**config.mk**
```make
export PLATFORM = sky130hd
export DESIGN_NAME = type_length_deframer
export DESIGN_NICKNAME = d
export VERILOG_FILES = /design/src/tld_pkg.sv /design/src/tld_parser.sv /design/src/tld_out_fifo.sv /design/src/type_length_deframer.sv
export SDC_FILE = /design/constraint.sdc
export NUM_CORES = 1
export LEC_CHECK = 0
export BUFFER_PORTS_ARGS = -buffer_cell sky130_fd_sc_hd__buf_2
export CORE_ASPECT_RATIO = 0.6
export CORE_UTILIZATION = 53
export CTS_CLUSTER_DIAMETER = 40
export DETAILED_ROUTE_END_ITERATION = 8
export GPL_ROUTABILITY_DRIVEN = 0
export GPL_TIMING_DRIVEN = 0
export HOLD_SLACK_MARGIN = 0.05
export PLACE_DENSITY = 0.69
export SLEW_MARGIN = 5
export SYNTH_ARGS = -nofsm -noshare
export SYNTH_HDL_FRONTEND = slang
export SYNTH_SLANG_ARGS = --single-unit
```
**constraint.sdc**
```tcl
create_clock -name i_clk -period 4.9 [get_ports i_clk]
set_input_delay 0.49 -clock i_clk [delete_from_list [all_inputs] [get_ports i_clk]]
set_output_delay 0.49 -clock i_clk [all_outputs]
set_load 0.01 [all_outputs]
```
**src/tld_pkg.sv**
```systemverilog
// Shared types and constants for the type/length deframer.
`default_nettype none
package tld_pkg;

    localparam int BYTE_W = 8;
    localparam int LEN_W  = 32;
    localparam int HIDX_W = 3;

    localparam logic [BYTE_W-1:0] TYPE_DEFAULT = 8'h01;
    localparam logic [HIDX_W-1:0] HEADER_LEN   = 3'd5;
    localparam logic [HIDX_W-1:0] HIDX_TYPE    = 3'd0;
    localparam logic [HIDX_W-1:0] HIDX_FIRST   = 3'd1;

    typedef struct packed {
        logic              last;
        logic [BYTE_W-1:0] payload;
    } t_result;

endpackage
`default_nettype wire

```
**src/tld_parser.sv**
```systemverilog
// Header parser and payload counter: one byte per step, at most one result.
`default_nettype none
module tld_parser (
    input  wire                          i_clk,
    input  wire                          i_rst_n,
    input  wire                          i_step,
    input  wire  [tld_pkg::BYTE_W-1:0]   i_byte,
    input  wire  [tld_pkg::BYTE_W-1:0]   i_accepted_type,
    output logic                         o_res_valid,
    output tld_pkg::t_result             o_res
);
    import tld_pkg::*;

    logic [HIDX_W-1:0] r_hidx,  n_hidx;
    logic [BYTE_W-1:0] r_ptype, n_ptype;
    logic [LEN_W-1:0]  r_len,   n_len;
    logic [LEN_W-1:0]  r_rem,   n_rem;
    logic              in_payload;

    assign in_payload = (r_rem != '0);

    always_comb begin
        n_hidx      = r_hidx;
        n_ptype     = r_ptype;
        n_len       = r_len;
        n_rem       = r_rem;
        o_res_valid = 1'b0;
        o_res.payload = i_byte;
        o_res.last    = (r_rem == LEN_W'(1));
        if (in_payload) begin
            n_rem       = r_rem - LEN_W'(1);
            o_res_valid = i_step && (r_ptype == i_accepted_type);
        end else if (r_hidx == HIDX_TYPE) begin
            n_ptype = i_byte;
            n_len   = '0;
            n_hidx  = HIDX_FIRST;
        end else if (r_hidx < HEADER_LEN - HIDX_FIRST) begin
            n_len  = {r_len[LEN_W-BYTE_W-1:0], i_byte};
            n_hidx = r_hidx + HIDX_FIRST;
        end else begin
            // final length byte (or stray index) closes the header
            n_len  = {r_len[LEN_W-BYTE_W-1:0], i_byte};
            n_rem  = n_len;
            n_hidx = HIDX_TYPE;
        end
    end

    always_ff @(posedge i_clk) begin
        if (!i_rst_n) begin
            r_hidx  <= HIDX_TYPE;
            r_ptype <= '0;
            r_len   <= '0;
            r_rem   <= '0;
        end else if (i_step) begin
            r_hidx  <= n_hidx;
            r_ptype <= n_ptype;
            r_len   <= n_len;
            r_rem   <= n_rem;
        end
    end

endmodule
`default_nettype wire

```
**src/tld_out_fifo.sv**
```systemverilog
// Two-entry result buffer driving the master side.
`default_nettype none
module tld_out_fifo (
    input  wire                 i_clk,
    input  wire                 i_rst_n,
    input  wire                 i_push,
    input  tld_pkg::t_result    i_data,
    output logic                o_full,
    output logic                o_valid,
    input  wire                 i_ready,
    output tld_pkg::t_result    o_data
);
    import tld_pkg::*;

    t_result     r_mem [2];
    logic        r_wr_ptr;
    logic        r_rd_ptr;
    logic [1:0]  r_count;
    logic        pop;

    assign o_valid = (r_count != 2'd0);
    assign o_full  = (r_count == 2'd2);
    assign pop     = o_valid && i_ready;
    assign o_data  = r_mem[r_rd_ptr];

    always_ff @(posedge i_clk) begin
        if (i_push) begin
            r_mem[r_wr_ptr] <= i_data;
        end
    end

    always_ff @(posedge i_clk) begin
        if (!i_rst_n) begin
            r_wr_ptr <= 1'b0;
            r_rd_ptr <= 1'b0;
            r_count  <= 2'd0;
        end else begin
            if (i_push) begin
                r_wr_ptr <= ~r_wr_ptr;
            end
            if (pop) begin
                r_rd_ptr <= ~r_rd_ptr;
            end
            case ({i_push, pop})
                2'b10:   r_count <= r_count + 2'd1;
                2'b01:   r_count <= r_count - 2'd1;
                default: r_count <= r_count;
            endcase
        end
    end

endmodule
`default_nettype wire

```
**src/type_length_deframer.sv**
```systemverilog
// Top level: byte-stream type/length deframer.
//
//  Port group      Dir   Contents
//  s_axis_*        in    tdata[7:0] = stream_byte
//  m_axis_*        out   tdata[7:0] = payload_byte, tlast = last_of_packet
//  i_cfg_*         in    wdata[7:0] = accepted_type (reset 0x01)
//
// One byte per cycle sustained while the master side keeps up; an accepted byte
// passes through the input register, then the parser pushes its result into a
// two-entry output buffer, from which the master side takes it.
// Synchronous active-low reset clears the header state and both buffers.
// A stalled master side fills the output buffer, then the input register,
// then drops s_axis_tready; m_axis_tready never reaches s_axis_tready directly.
`default_nettype none
module type_length_deframer (
    input  wire                          i_clk,
    input  wire                          i_rst_n,
    input  wire                          s_axis_tvalid,
    output logic                         s_axis_tready,
    input  wire  [tld_pkg::BYTE_W-1:0]   s_axis_tdata,   // [7:0] stream_byte
    output logic                         m_axis_tvalid,
    input  wire                          m_axis_tready,
    output logic [tld_pkg::BYTE_W-1:0]   m_axis_tdata,   // [7:0] payload_byte
    output logic                         m_axis_tlast,
    input  wire                          i_cfg_we,
    input  wire  [tld_pkg::BYTE_W-1:0]   i_cfg_wdata
);
    import tld_pkg::*;

    logic              r_in_valid;
    logic [BYTE_W-1:0] r_in_byte;
    logic [BYTE_W-1:0] r_acc_type;
    logic              step;
    logic              fifo_full;
    logic              res_valid;
    t_result           res;
    t_result           out_res;

    assign step          = r_in_valid && !fifo_full;
    assign s_axis_tready = !r_in_valid || step;

    always_ff @(posedge i_clk) begin
        if (!i_rst_n) begin
            r_in_valid <= 1'b0;
            r_acc_type <= TYPE_DEFAULT;
        end else begin
            if (s_axis_tready) begin
                r_in_valid <= s_axis_tvalid;
            end
            if (i_cfg_we) begin
                r_acc_type <= i_cfg_wdata;
            end
        end
    end

    always_ff @(posedge i_clk) begin
        if (s_axis_tvalid && s_axis_tready) begin
            r_in_byte <= s_axis_tdata;
        end
    end

    tld_parser u_parser (
        .i_clk           (i_clk),
        .i_rst_n         (i_rst_n),
        .i_step          (step),
        .i_byte          (r_in_byte),
        .i_accepted_type (r_acc_type),
        .o_res_valid     (res_valid),
        .o_res           (res)
    );

    tld_out_fifo u_out_fifo (
        .i_clk   (i_clk),
        .i_rst_n (i_rst_n),
        .i_push  (res_valid),
        .i_data  (res),
        .o_full  (fifo_full),
        .o_valid (m_axis_tvalid),
        .i_ready (m_axis_tready),
        .o_data  (out_res)
    );

    assign m_axis_tdata = out_res.payload;
    assign m_axis_tlast = out_res.last;

endmodule
`default_nettype wire
```
-- After elaboration in Yosys (flattened, before gate mapping)
Memory sizes are Yosys's and may differ from the RTL's. A register that Yosys moved wholly into a read port is not among the register bits.
Cells that the tools add are included.
- flip-flop bits (word level): 88
- latch bits: 0
- bits in writable memories: 18
- ROM bits: 0
- bits of input ports: 21
- output and inout bits: 11
- logic and storage cells: 52
- memories kept: 1
- $add $sub $neg: 4
- $mul: 0
- div/mod/pow operators: 0
- order comparisons: 1
- eq/ne operators: 7
- shift operators: 0
- mux-type cells: 12
- bitwise gates (word level): 3
- reductions and logical operators: 14
- memories (memory ; words ; bits a word ; rd ports ; clocked after memory_dff ; write ports ; RTL line ; source):
    u_out_fifo.r_mem ; 2 ; 9 ; 1 ; 1 ; 1 ; tld_out_fifo.sv:15 ; t_result r_mem [2];
- operators with widths (kind ; number):
    32-bit 2-to-1 mux ; 3
    32-bit by 1-bit equality test with 1-bit output, second input constant ; 1
    32-bit nonzero test ; 1
    32-bit by 1-bit subtractor with 32-bit output, second input constant ; 1
    24-bit 2-to-1 mux ; 1
    8-bit equality test ; 1
    3-bit 2-to-1 mux ; 2
    3-bit AND reduction ; 2
    1-bit 2-to-1 mux ; 5
    2-bit equality test, second input constant ; 2
    1-bit logical AND ; 4
    2-bit by 1-bit != test with 1-bit output, second input constant ; 2
    2-bit case mux with 2 select lines ; 1
    2-bit nonzero test ; 2
    3-bit by 1-bit adder with 3-bit output, second input constant ; 1
    3-bit logical NOT ; 1
    3-bit < comparator, second input constant ; 1
    1-bit inverter ; 3
    2-bit by 1-bit adder with 2-bit output, second input constant ; 1
    2-bit by 1-bit equality test with 1-bit output, second input constant ; 1
    1-bit logical NOT ; 2
    2-bit AND reduction ; 1
    2-bit by 1-bit subtractor with 2-bit output, second input constant ; 1
    1-bit logical OR ; 1

-- Longest topological paths before layout
Gate-level depths: netlist of run 1.
- word-level depth: 7
- mapped depth: 9
- gate-level depth less buffers: 9

-- Hierarchy
From an unflattened synthesis of run 1, not the netlist that was laid out.
- cells, all modules: 529
- area, all modules: 5134.9 µm²
- by module, submodules not included (module ; times used ; cells each ; area each (µm²) ; seq. area each (µm²)):
    tld_parser ; 1 ; 439 ; 3674.8 ; 1341.3
    tld_out_fifo ; 1 ; 51 ; 873.3 ; 640.6
    type_length_deframer ; 1 ; 39 ; 586.8 ; 420.4

-- Worst setup path before layout of run 1
No wires, ideal clock.
- kind: register to register
- start: register u_parser.r_rem[0]
- end: register u_parser.r_rem[14]
- library setup time: 91 ps
- arrival time: 2544 ps
- data required time: 4809 ps
- slack: 2265 ps
- stages on the path, launching flop included: 9
- path buffers: 0
- period minus slack after synthesis: 2635 ps
- cells stage by stage: dfxtp_1 inv_1 ha_1 or3b_2 or3_4 or4_2 o31ai_1 a21oi_1 a311oi_1
- cells in the longest elaborated chain, start to end: 3
- elaborated cells on any way between the ends: 6
- classes of those cells: add/sub (1); eq/ne (2); mux (1); reduce/logical (2)
- ends and longest elaborated chain (element ; RTL line ; source):
    from (decl) ; tld_parser.sv:17 ; logic [LEN_W-1:0] r_rem, n_rem;
    from (signal assigned) ; tld_parser.sv:58 ; r_rem <= n_rem;
    parallel branches: the longest is 3 deep, another holds 32-bit by 1-bit subtractor with 32-bit output ; -- ;
Several ways; the timed one is not identified.
A chain may end at the register's enable or synchronous reset.

-- Worst setup path in the final report of run 1
- start: register u_parser.r_rem[9]
- end: register u_parser.r_rem[9]
Same word-level chain as after synthesis.

==> key figures, run 1 <==
Place
  • DPL Wire Length: around 9800 µm
  • Dpl ws: 1.79 ns
  • PortBufs: 29
  • Cell Area, Placed: around 0.0053 mm²

Floorplan
  • Die area: 0.00978 mm²
  • Row cnt: 26
  • IO Count: 32
  • Die Ht: just under 80 µm
  • DIE WIDTH: 127 µm
  • Core Box Area: 0.00878 mm²
  • Starting density of the core: 0.566

Yosys
  • Ys Warns: 0
  • Compound-gate portion of the synthesized area: 0.189
  • Top FF cell, synth: dfxtp_1
  • Post-Synth Adder-Cell Area: 0.0151
  • Mean cell area of the mapped netlist: around 9 µm²
  • Post-synthesis simple-gate area fraction: 0.215
  • Post-synthesis sequential area ratio: 0.484
  • Distinct cell type count after synthesis: 60
  • Mux cell area share after synthesis: 0.0408
  • Xor/xnor share of the synthesized area: 0.0194
  • Mapped cell area: roughly 0.0050 mm²
  • Post-synth ARST share: 0
  • Syn Inst Count: 545
  • Post-synth EDFFs: 26
  • #FFs+latches synth: 107
  • Syn nets: 572
  • Largest family of logic cells by synthesized area: simple AND/OR/NAND/NOR gates

Critical path
  • Critical-path top delay cell: o21ai_2
  • Largest stage delay on the critical path: 0.61 ns
  • CP required: 5.17 ns
  • Critical path type: reg2reg
  • Crit Path Max Fanout: 10
  • CP delay by family, top: simple AND/OR/NAND/NOR gates
  • Crit path cell chain: or4_4 -> nor4_4 -> nand4_1 -> o21ai_2 -> clkbuf_1 -> a21oi_1 -> o22ai_1
  • Worst Path Buf+Inv: 1
  • Worst Setup End Kind: flop
  • Element type at the critical path start: flop
  • CP arrival: 3.54 ns

Power and ir drop
  • Total power per unit cell area: around 760 mW/mm²
  • Pwr Total: roughly 4200 µW
  • Peak supply drop: 0.000390 V
  • LEAKAGE: 0.00202 µW

Finish
  • Nets: 612
  • Area Growth Syn to Fin: 11.5%
  • Footprint of the multi-input gates: 0.00238 mm²
  • Share of post-route cells with drive strength above 1: 0.132
  • # diodes: 0
  • Reg area: 0.00240 mm²
  • Layout fillers: 774
  • Cell area after layout: 0.00554 mm²

Detailed routing
  • Drt first-iter violations: 628
  • Drc violations: 0
  • Via count: 4,441
  • Wire per inst: 19.9 µm
  • Routed WL: approximately 14,000 µm
  • Routed Antenna Nets: 0
  • Vias per cell: 6.33
  • TritonRoute pass-1 iters: 5

Clocking
  • CTS tree: built
  • Clock buffer depth: 2
  • Post-CTS Hold Buffers: 0
  • # resized after CTS: 0
  • CTS root buf: clkbuf_16
  • Setup Fix Bufs, Post-CTS: 0
  • Clock slew at the register clock pins of the worst setup and hold paths: 0.07 ns
  • TritonCTS Buffers: 9
  • # H-tree levels: 3
  • Clk sinks: 107
  • Clk_lat worst skew: about 0.35 ns

Run status
  • Status: finished clean

STA
  • WHS: between 0.3 and 0.4 ns
  • Final Slew Violations: 0
  • Final hold vios: 0
  • Max Fclk: 306 MHz
  • Worst slew margin: 0.229
  • RSZ-0062 raised after global routing: false
  • Post-Route Skew: roughly 0.0074 ns
  • Final Worst Setup Slack: 1.63 ns
  • TNS Setup: 0 ns
  • Minimum clock period after layout: 3.27 ns
  • Slew of the pin with the lowest slew margin: 1.15 ns
  • Final worst-path cycle share: 0.667
  • Setup violations, final: 0

GRT
  • GRT Residual Overflow: 0
  • Antenna violations before repair: 0
  • First-pass GRT wire length: 21,800 µm
  • Total Routing Usage GR: 0.302
  • Number of global-route vias before repair: 3,992
  • Largest net degree at the start of global routing: 18

Job
  • Max Cap Viol: 0

Hold path
  • Tightest Hold Check Type: in2reg
==> cells in the mapped netlist, types with 3 or more instances <==
cell	instances	area [µm²]
a21boi_0	27	203
a21oi_1	42	210
a2bb2oi_1	3	26.3
and2_1	6	37.5
and3_1	3	18.8
buf_2	5	25.0
clkbuf_1	30	113
dfxtp_1	81	1620
edfxtp_1	26	781
ha_1	6	75.1
inv_1	11	41.3
mux2_2	10	113
mux2i_1	9	90.1
nand2_1	64	240
nand3_1	36	180
nand4_1	5	31.3
nor2_1	27	101
nor2b_1	9	56.3
nor3_1	21	105
nor3b_1	3	22.5
nor4_1	8	50.1
o211ai_1	5	37.5
o21ai_0	29	145
o221a_2	3	33.8
o22ai_1	13	81.3
o31a_1	4	35.0
or2_2	3	18.8
or3_1	5	31.3
or4_1	3	22.5
or4_4	3	33.8
xnor2_1	3	26.3
xor2_1	8	70.1
==> power by group <==
group	total (µW)	switching [µW]	internal (µW)
clock network	709	326	383
registers	1180	144	1040
logic	2330	1550	778
==> registers in the layout (all words and copies together) (netlist names), named ones only <==
| register | flops |
|---|---|
| u_out_fifo.r_rd_ptr | 1 |
| r_in_valid | 1 |
| u_parser.r_len | 24 |
| u_out_fifo.r_count | 2 |
| u_parser.r_rem | 32 |
| u_out_fifo.r_wr_ptr | 1 |
| r_acc_type | 8 |
| u_parser.r_ptype | 8 |
| r_in_byte | 8 |
| u_out_fifo.r_mem | 18 |
| u_parser.r_hidx | 3 |
==> logic make-up (layout without fill, tap and decap cells) <==
logic type	after synthesis	count (layout)
AO/OA/AOI/OAI	146	146
XOR/XNOR	11	11
adder cells (fa/ha/maj)	6	6
buffers and inverters	48	93
flip-flops	107	107
multiplexers	19	19
AND/OR/NAND/NOR	208	208
==> placed cells by master (no fill, tap or decap), types with 11 or more instances in the layout <==
master     n
a21oi_1   42
nand2_1   64
o21ai_0   29
dfxtp_1   81
clkbuf_1  32
a21boi_0  27
buf_2     34
o22ai_1   13
edfxtp_1  26
inv_1     11
nor3_1    21
nand3_1   36
nor2_1    27
==> metrics by stage <==
| step | utilization | instances |
|---|---|---|
| finish | 0.631 | 702 |
| global route | 0.631 | 702 |
| CTS | 0.631 | 702 |
| detailed placement | 0.598 | 686 |
| global placement | 0.598 | 686 |
| floorplan | - | 545 |
==> metal layers <==
metal,share of wire,vias up,GRT usage
met5,0,-,0
met4,0.021,0,0.0929
met3,0.12,39,0.114
met2,0.40,243,0.403
met1,0.46,2101,0.443
li1,-,2058,-
==> final timing paths <==
check                                    endpoint               from  depth (start not counted)  slack (ns)
worst max-delay path            u_parser.r_rem[9]  u_parser.r_rem[9]                          7        1.63
worst min-delay path                 r_in_byte[2]    s_axis_tdata[2]                          1        0.31
worst max register to register  u_parser.r_rem[9]  u_parser.r_rem[9]                          7        1.63
worst min register to register  u_parser.r_rem[6]  u_parser.r_rem[6]                          2        0.46
==> area by class of cell <==
| type | count | share of cell area |
|---|---|---|
| repair buffers | 29 | 0.0262 |
| clock buffers | 13 | 0.0479 |
| inverters | 11 | 0.00745 |
| clock inverters | 3 | 0.00384 |
| plain buffers | 37 | 0.0264 |
| well taps | 112 | 0.0253 |
| multi-input cells | 390 | 0.429 |
| flip-flops and latches | 107 | 0.434 |
(Power assumes the default switching activity.)
==> inputs of run 2 (changes only) <==
- PLACE_DENSITY: 0.69 -> 0.72
- clock period: 4.9 -> 2.64 ns (I/O delays scaled with it)
==> run 2 against run 1 <==
Effect of this change:
- the run now ends with setup timing left
- die area unchanged
- sequential cell count unchanged
- critical path type unchanged
- largest power group unchanged
- sequential power increased by 88%
- highest routed layer unchanged
==> key figures, run 2 (same netlist as run 1, synthesis figures left out) <==
Run status
  • Status: finished with violations
  • Failing checks: setup timing

STA
  • WHS: 0.0829 ns
  • Final Worst Setup Slack: -0.0215 ns
  • Post-Route Skew: 0.00983 ns
  • Final Slew Violations: 0
  • Slew of the pin with the lowest slew margin: around 0.76 ns
  • Setup violations, final: 1
  • Worst slew margin: 0.494
  • Final worst-path cycle share: 1.01
  • Minimum clock period after layout: between 2 and 3 ns
  • RSZ-0062 raised after global routing: true
  • Max Fclk: approximately 380 MHz
  • Final hold vios: 0

Critical path
  • CP arrival: 2.90 ns
  • Critical path type: reg2reg
  • CP required: about 2.9 ns
  • Worst Setup End Kind: flop
  • Element type at the critical path start: flop
  • R2R depth: 6
  • Crit Path Max Fanout: 5

Clocking
  • TritonCTS Buffers: 9
  • Clk sinks: 107
  • CTS root buf: clkbuf_16
  • Clock slew at the register clock pins of the worst setup and hold paths: about 0.08 ns
  • # H-tree levels: 3
  • CTS tree: built
  • Clk_lat worst skew: 0.36 ns
  • Clock buffer depth: 2

Power and ir drop
  • LEAKAGE: 0.00216 µW
  • Pwr Total: 8530 µW
  • Total power per unit cell area: 1480 mW/mm²
  • Peak supply drop: 0.000879 V

Floorplan
  • Die area: 0.00978 mm²
  • Core Box Area: 0.00878 mm²
  • Starting density of the core: 0.566
  • Die Ht: roughly 77 µm
  • Row cnt: 26
  • IO Count: 32
  • DIE WIDTH: about 130 µm

Detailed routing
  • Drc violations: 0
  • Via count: between 4,000 and 5,000
  • Vias per cell: approximately 6.3
  • TritonRoute pass-1 iters: 5
  • Routed WL: 14,700 µm
  • Drt first-iter violations: 571
  • Wire per inst: 20.4 µm
  • Routed Antenna Nets: 0

Finish
  • Layout fillers: 718
  • Top reg by flops: u_parser.r_rem
  • Largest regs: u_parser.r_rem (32), u_parser.r_len (24), u_out_fifo.r_mem (18)
  • Fin util: 0.657
  • # diodes: 0
  • Area Growth Syn to Fin: 16.1%
  • Largest register FFs: 32
  • Nets: 631
  • Commonest non-fill, non-tap cell in the layout: dfxtp_1
  • Share of post-route cells with drive strength above 1: 0.199
  • Most frequent cells in the layout: dfxtp_1, nand2_1, a21oi_1

Job
  • Max Cap Viol: 0

GRT
  • GRT Residual Overflow: 0
  • Total Routing Usage GR: 0.310
  • Number of global-route vias before repair: roughly 4,300
  • Largest net degree at the start of global routing: 19
  • Antenna violations before repair: 0
  • First-pass GRT wire length: 22,700 µm

Place
  • PortBufs: 29
  • DPL Wire Length: 10,200 µm

Hold path
  • Hold path cells: 1
  • Tightest Hold Check Type: in2reg
==> run 2: changes by cell type in the layout (fill, tap and decap cells not counted), moves of 3 or more <==
cell	before	now
buf_4	0	20
clkbuf_4	1	4
clkbuf_2	1	8
nor4_1	8	5
clkbuf_1	32	19
==> run 2: per-stage QoR <==
step                instance area (µm²)  setup WS (ns)  std cells  TNS (ns)
floorplan                          4970        0.00508        545         0
global placement                   5250         -0.377        686    -13.17
detailed placement                 5250         -0.469        686    -17.35
CTS                                5600        0.00256        707         0
global route                       5770        -0.0624        721    -0.126
finish                             5770        -0.0215        721   -0.0215
==> run 2: timing repair <==
action                     in CTS  in global routing
gates resized for setup        14                 33
setup endpoints to repair      80                 80
pin swaps                       3                  7
hold buffers                    0                  0
setup buffers                   5                 14
==> run 2: report_power, final <==
group / switching (µW) / leakage, µW / internal [µW]
combinational: 3100 / 0.00112 / 1920
clock: 640 / 0.000141 / 649
sequential: 285 / 0.000898 / 1930
==> run 2: worst paths after layout <==
| path | from | endpoint | slack (ns) |
|---|---|---|---|
| max | u_parser.r_rem[12] | u_parser.r_rem[30] | -0.02 |
| min | s_axis_tdata[2] | r_in_byte[2] | 0.08 |
| max reg2reg | u_parser.r_rem[12] | u_parser.r_rem[30] | -0.02 |
| min reg2reg | u_parser.r_len[19] | u_parser.r_len[19] | 0.45 |
==> run 2: layout make-up <==
class	instances	area [µm²]	share of cell area
Multi-Input combinational cell	390	2440	0.422
Sequential cell	107	2400	0.417
Timing Repair Buffer	48	292	0.0505
Clock buffer	9	225	0.0390
Buffer	37	176	0.0306
Tap cell	112	140	0.0243
Clock inverter	7	52.6	0.00911
Inverter	11	41.3	0.00716
==> run 2: per-layer routing <==
metal,track usage,up-vias,part of all wire
met1,0.433,2179,0.44
met5,0.0267,-,0
met2,0.429,267,0.41
li1,-,2093,-
met3,0.130,27,0.14
met4,0.0917,0,0.013
==> run 2: critical path, stage by stage (launching register included) <==
cell	delay, ns
dfxtp_2	0.35
or4_4	0.57
or4_4	0.53
or4_4	0.54
o41a_1	0.35
o211ai_2	0.13
o21ai_1	0.07
==> inputs of run 3 (changes only) <==
- ABC_AREA: unset -> 1
==> run 3 against run 2 <==
Effect of this change:
- the run now ends clean
- count of clock-buffer cells in the layout increased by 1
- clock skew up 0.0014 ns
- worst hold slack worse by 0.0018 ns
- die area is 7.7% higher
- critical path type unchanged
==> key figures, run 3 <==
Run status
  • Status: finished clean

Yosys
  • Top cells by area in the synthesized netlist: dfxtp_1, edfxtp_1, nand2_1
  • Post-synth top area cell: dfxtp_1
  • #FFs+latches synth: 107
  • Syn nets: 773
  • Mean cell area of the mapped netlist: 7.18 µm²
  • Post-synth ARST share: 0
  • Top cells by count, synth: nand2_1, nor2_1, dfxtp_1
  • Ys Warns: 0
  • Post-synthesis sequential area ratio: 0.448
  • Post-synth EDFFs: 26
  • Proportion of netlist area held by the largest area contributor: 0.303
  • Top FF cell, synth: dfxtp_1
  • Syn Inst Count: 746
  • Mapped cell area: 0.00536 mm²
  • Distinct cell type count after synthesis: 33
  • Most frequent cell after synthesis: nand2_1

Place
  • DPL Wire Length: 11,100 µm
  • Dpl ws: 0.264 ns
  • PortBufs: 31

Critical path
  • Element type at the critical path start: flop
  • Largest stage delay on the critical path: about 0.66 ns
  • CP delay by family, top: simple AND/OR/NAND/NOR gates
  • CP most frequent cell: nor2_1
  • CP arrival: 2.38 ns
  • Critical-path top delay cell: nor2_1
  • Worst Setup End Kind: flop
  • CP required: around 2.6 ns
  • Critical path type: reg2reg
  • Worst Path Buf+Inv: 1
  • Crit Path Max Fanout: 9
  • Crit path cell chain: nor2_1 -> nand2_1 -> nor2_1 -> nand2_2 -> inv_1 -> nand4_1 -> nand2_1 -> nor2_1

STA
  • Slew of the pin with the lowest slew margin: 0.828 ns
  • Final Slew Violations: 0
  • Final Worst Setup Slack: 0.241 ns
  • Final worst-path cycle share: 0.909
  • Minimum clock period after layout: 2.40 ns
  • Max Fclk: 417 MHz
  • Worst slew margin: 0.446
  • TNS Setup: 0 ns
  • Setup violations, final: 0
  • Final hold vios: 0
  • Post-Route Skew: 0.0112 ns
  • RSZ-0062 raised after global routing: false

Clocking
  • Clock buffer depth: 2
  • # H-tree levels: 3
  • Clk_lat worst skew: ~0.36 ns
  • CTS root buf: clkbuf_16
  • Clock slew at the register clock pins of the worst setup and hold paths: approximately 0.070 ns
  • # resized after CTS: 0
  • Post-CTS Hold Buffers: 0
  • Clk sinks: between 100 and 150
  • CTS tree: built
  • TritonCTS Buffers: 9
  • Setup Fix Bufs, Post-CTS: 0

Floorplan
  • Row cnt: 28
  • IO Count: 32
  • DIE WIDTH: between 100 and 150 µm
  • Starting density of the core: 0.544
  • Die area: 0.0105 mm²
  • Die Ht: 79.9 µm
  • Core Box Area: 0.00984 mm²

GRT
  • GRT Residual Overflow: 0
  • Total Routing Usage GR: 0.301
  • Number of global-route vias before repair: about 4,700
  • Largest net degree at the start of global routing: 19
  • Antenna violations before repair: 1
  • First-pass GRT wire length: 24,000 µm

Job
  • Max Cap Viol: 0

Finish
  • Layout fillers: 907
  • Largest regs: u_parser.r_rem (32), u_parser.r_len (24), u_out_fifo.r_mem (18)
  • Fin util: 0.605
  • Most frequent cells in the layout: nand2_1, nor2_1, dfxtp_1
  • Area Growth Syn to Fin: 11.2%
  • Share of post-route cells with drive strength above 1: 0.106
  • Nets: 815
  • # diodes: 0
  • Commonest non-fill, non-tap cell in the layout: nand2_1
  • Largest register FFs: 32
  • Top reg by flops: u_parser.r_rem

Detailed routing
  • Routed Antenna Nets: 0
  • Wire per inst: 15.9 µm
  • Drc violations: 0
  • Routed WL: 14,800 µm
  • Drt first-iter violations: 582
  • Vias per cell: 5.55
  • Via count: 5,154
  • TritonRoute pass-1 iters: 7

Hold path
  • Tightest Hold Check Type: in2reg
[run 3: cell count changes after synthesis, moves of 18 or more]
cell and change:
nand3_1 +20, nand2_1 +143, clkbuf_1 -18, a21boi_0 -27, a21oi_1 +28, inv_1 +47
nor2_1 +92
[run 3: logic make-up (layout without fill, tap and decap cells)]
group	Yosys count	in the layout	share of synthesized area
multiplexers	9	9	0.0189
adder cells (fa/ha/maj)	6	6	0.0140
AO/OA/AOI/OAI	107	107	0.101
XOR/XNOR	10	10	0.0163
AND/OR/NAND/NOR	420	420	0.332
flip-flops	107	107	0.448
buffers and inverters	87	134	0.0698
[run 3: area by class of cell]
cell class / count / area, µm² / share of cell area
Clock buffer: 10 / 229 / 0.0384
Inverter: 62 / 234 / 0.0393
Sequential cell: 107 / 2400 / 0.403
Multi-Input combinational cell: 552 / 2580 / 0.433
Timing Repair Buffer: 31 / 155 / 0.0260
Clock inverter: 6 / 47.5 / 0.00798
Tap cell: 135 / 169 / 0.0283
Buffer: 25 / 140 / 0.0235
[run 3: metal layers]
metal  global-route usage  up-vias  routed length, µm
met4               0.0802        0                163
met5                    0        -                  0
met1                0.445     2404               7100
met3               0.0730       19               1650
met2                0.432      232               5870
li1                     -     2499                  -
[run 3: stage by stage]
step	hold slack, ns	instance area [µm²]	cells
2_1_floorplan	0.363	5360	746
3_3_place_gp	0.435	5680	912
3_5_place_dp	0.443	5680	912
4_1_cts	0.0735	5960	928
5_1_grt	0.0711	5960	928
6_report	0.0811	5960	928
[run 3: final timing paths]
kind	start	to	slack (ns)	depth (start not counted)
setup / recovery	u_parser.r_rem[18]	u_out_fifo.r_mem[0][2]	0.24	8
hold reg to reg	u_parser.r_ptype[7]	u_parser.r_ptype[7]	0.48	2
setup reg to reg	u_parser.r_rem[18]	u_out_fifo.r_mem[0][2]	0.24	8
hold / removal	s_axis_tdata[4]	r_in_byte[4]	0.08	1
Power of run 3 is not shown: default switching activity piles up to over one toggle a cycle in this logic, so the estimate is an artifact.
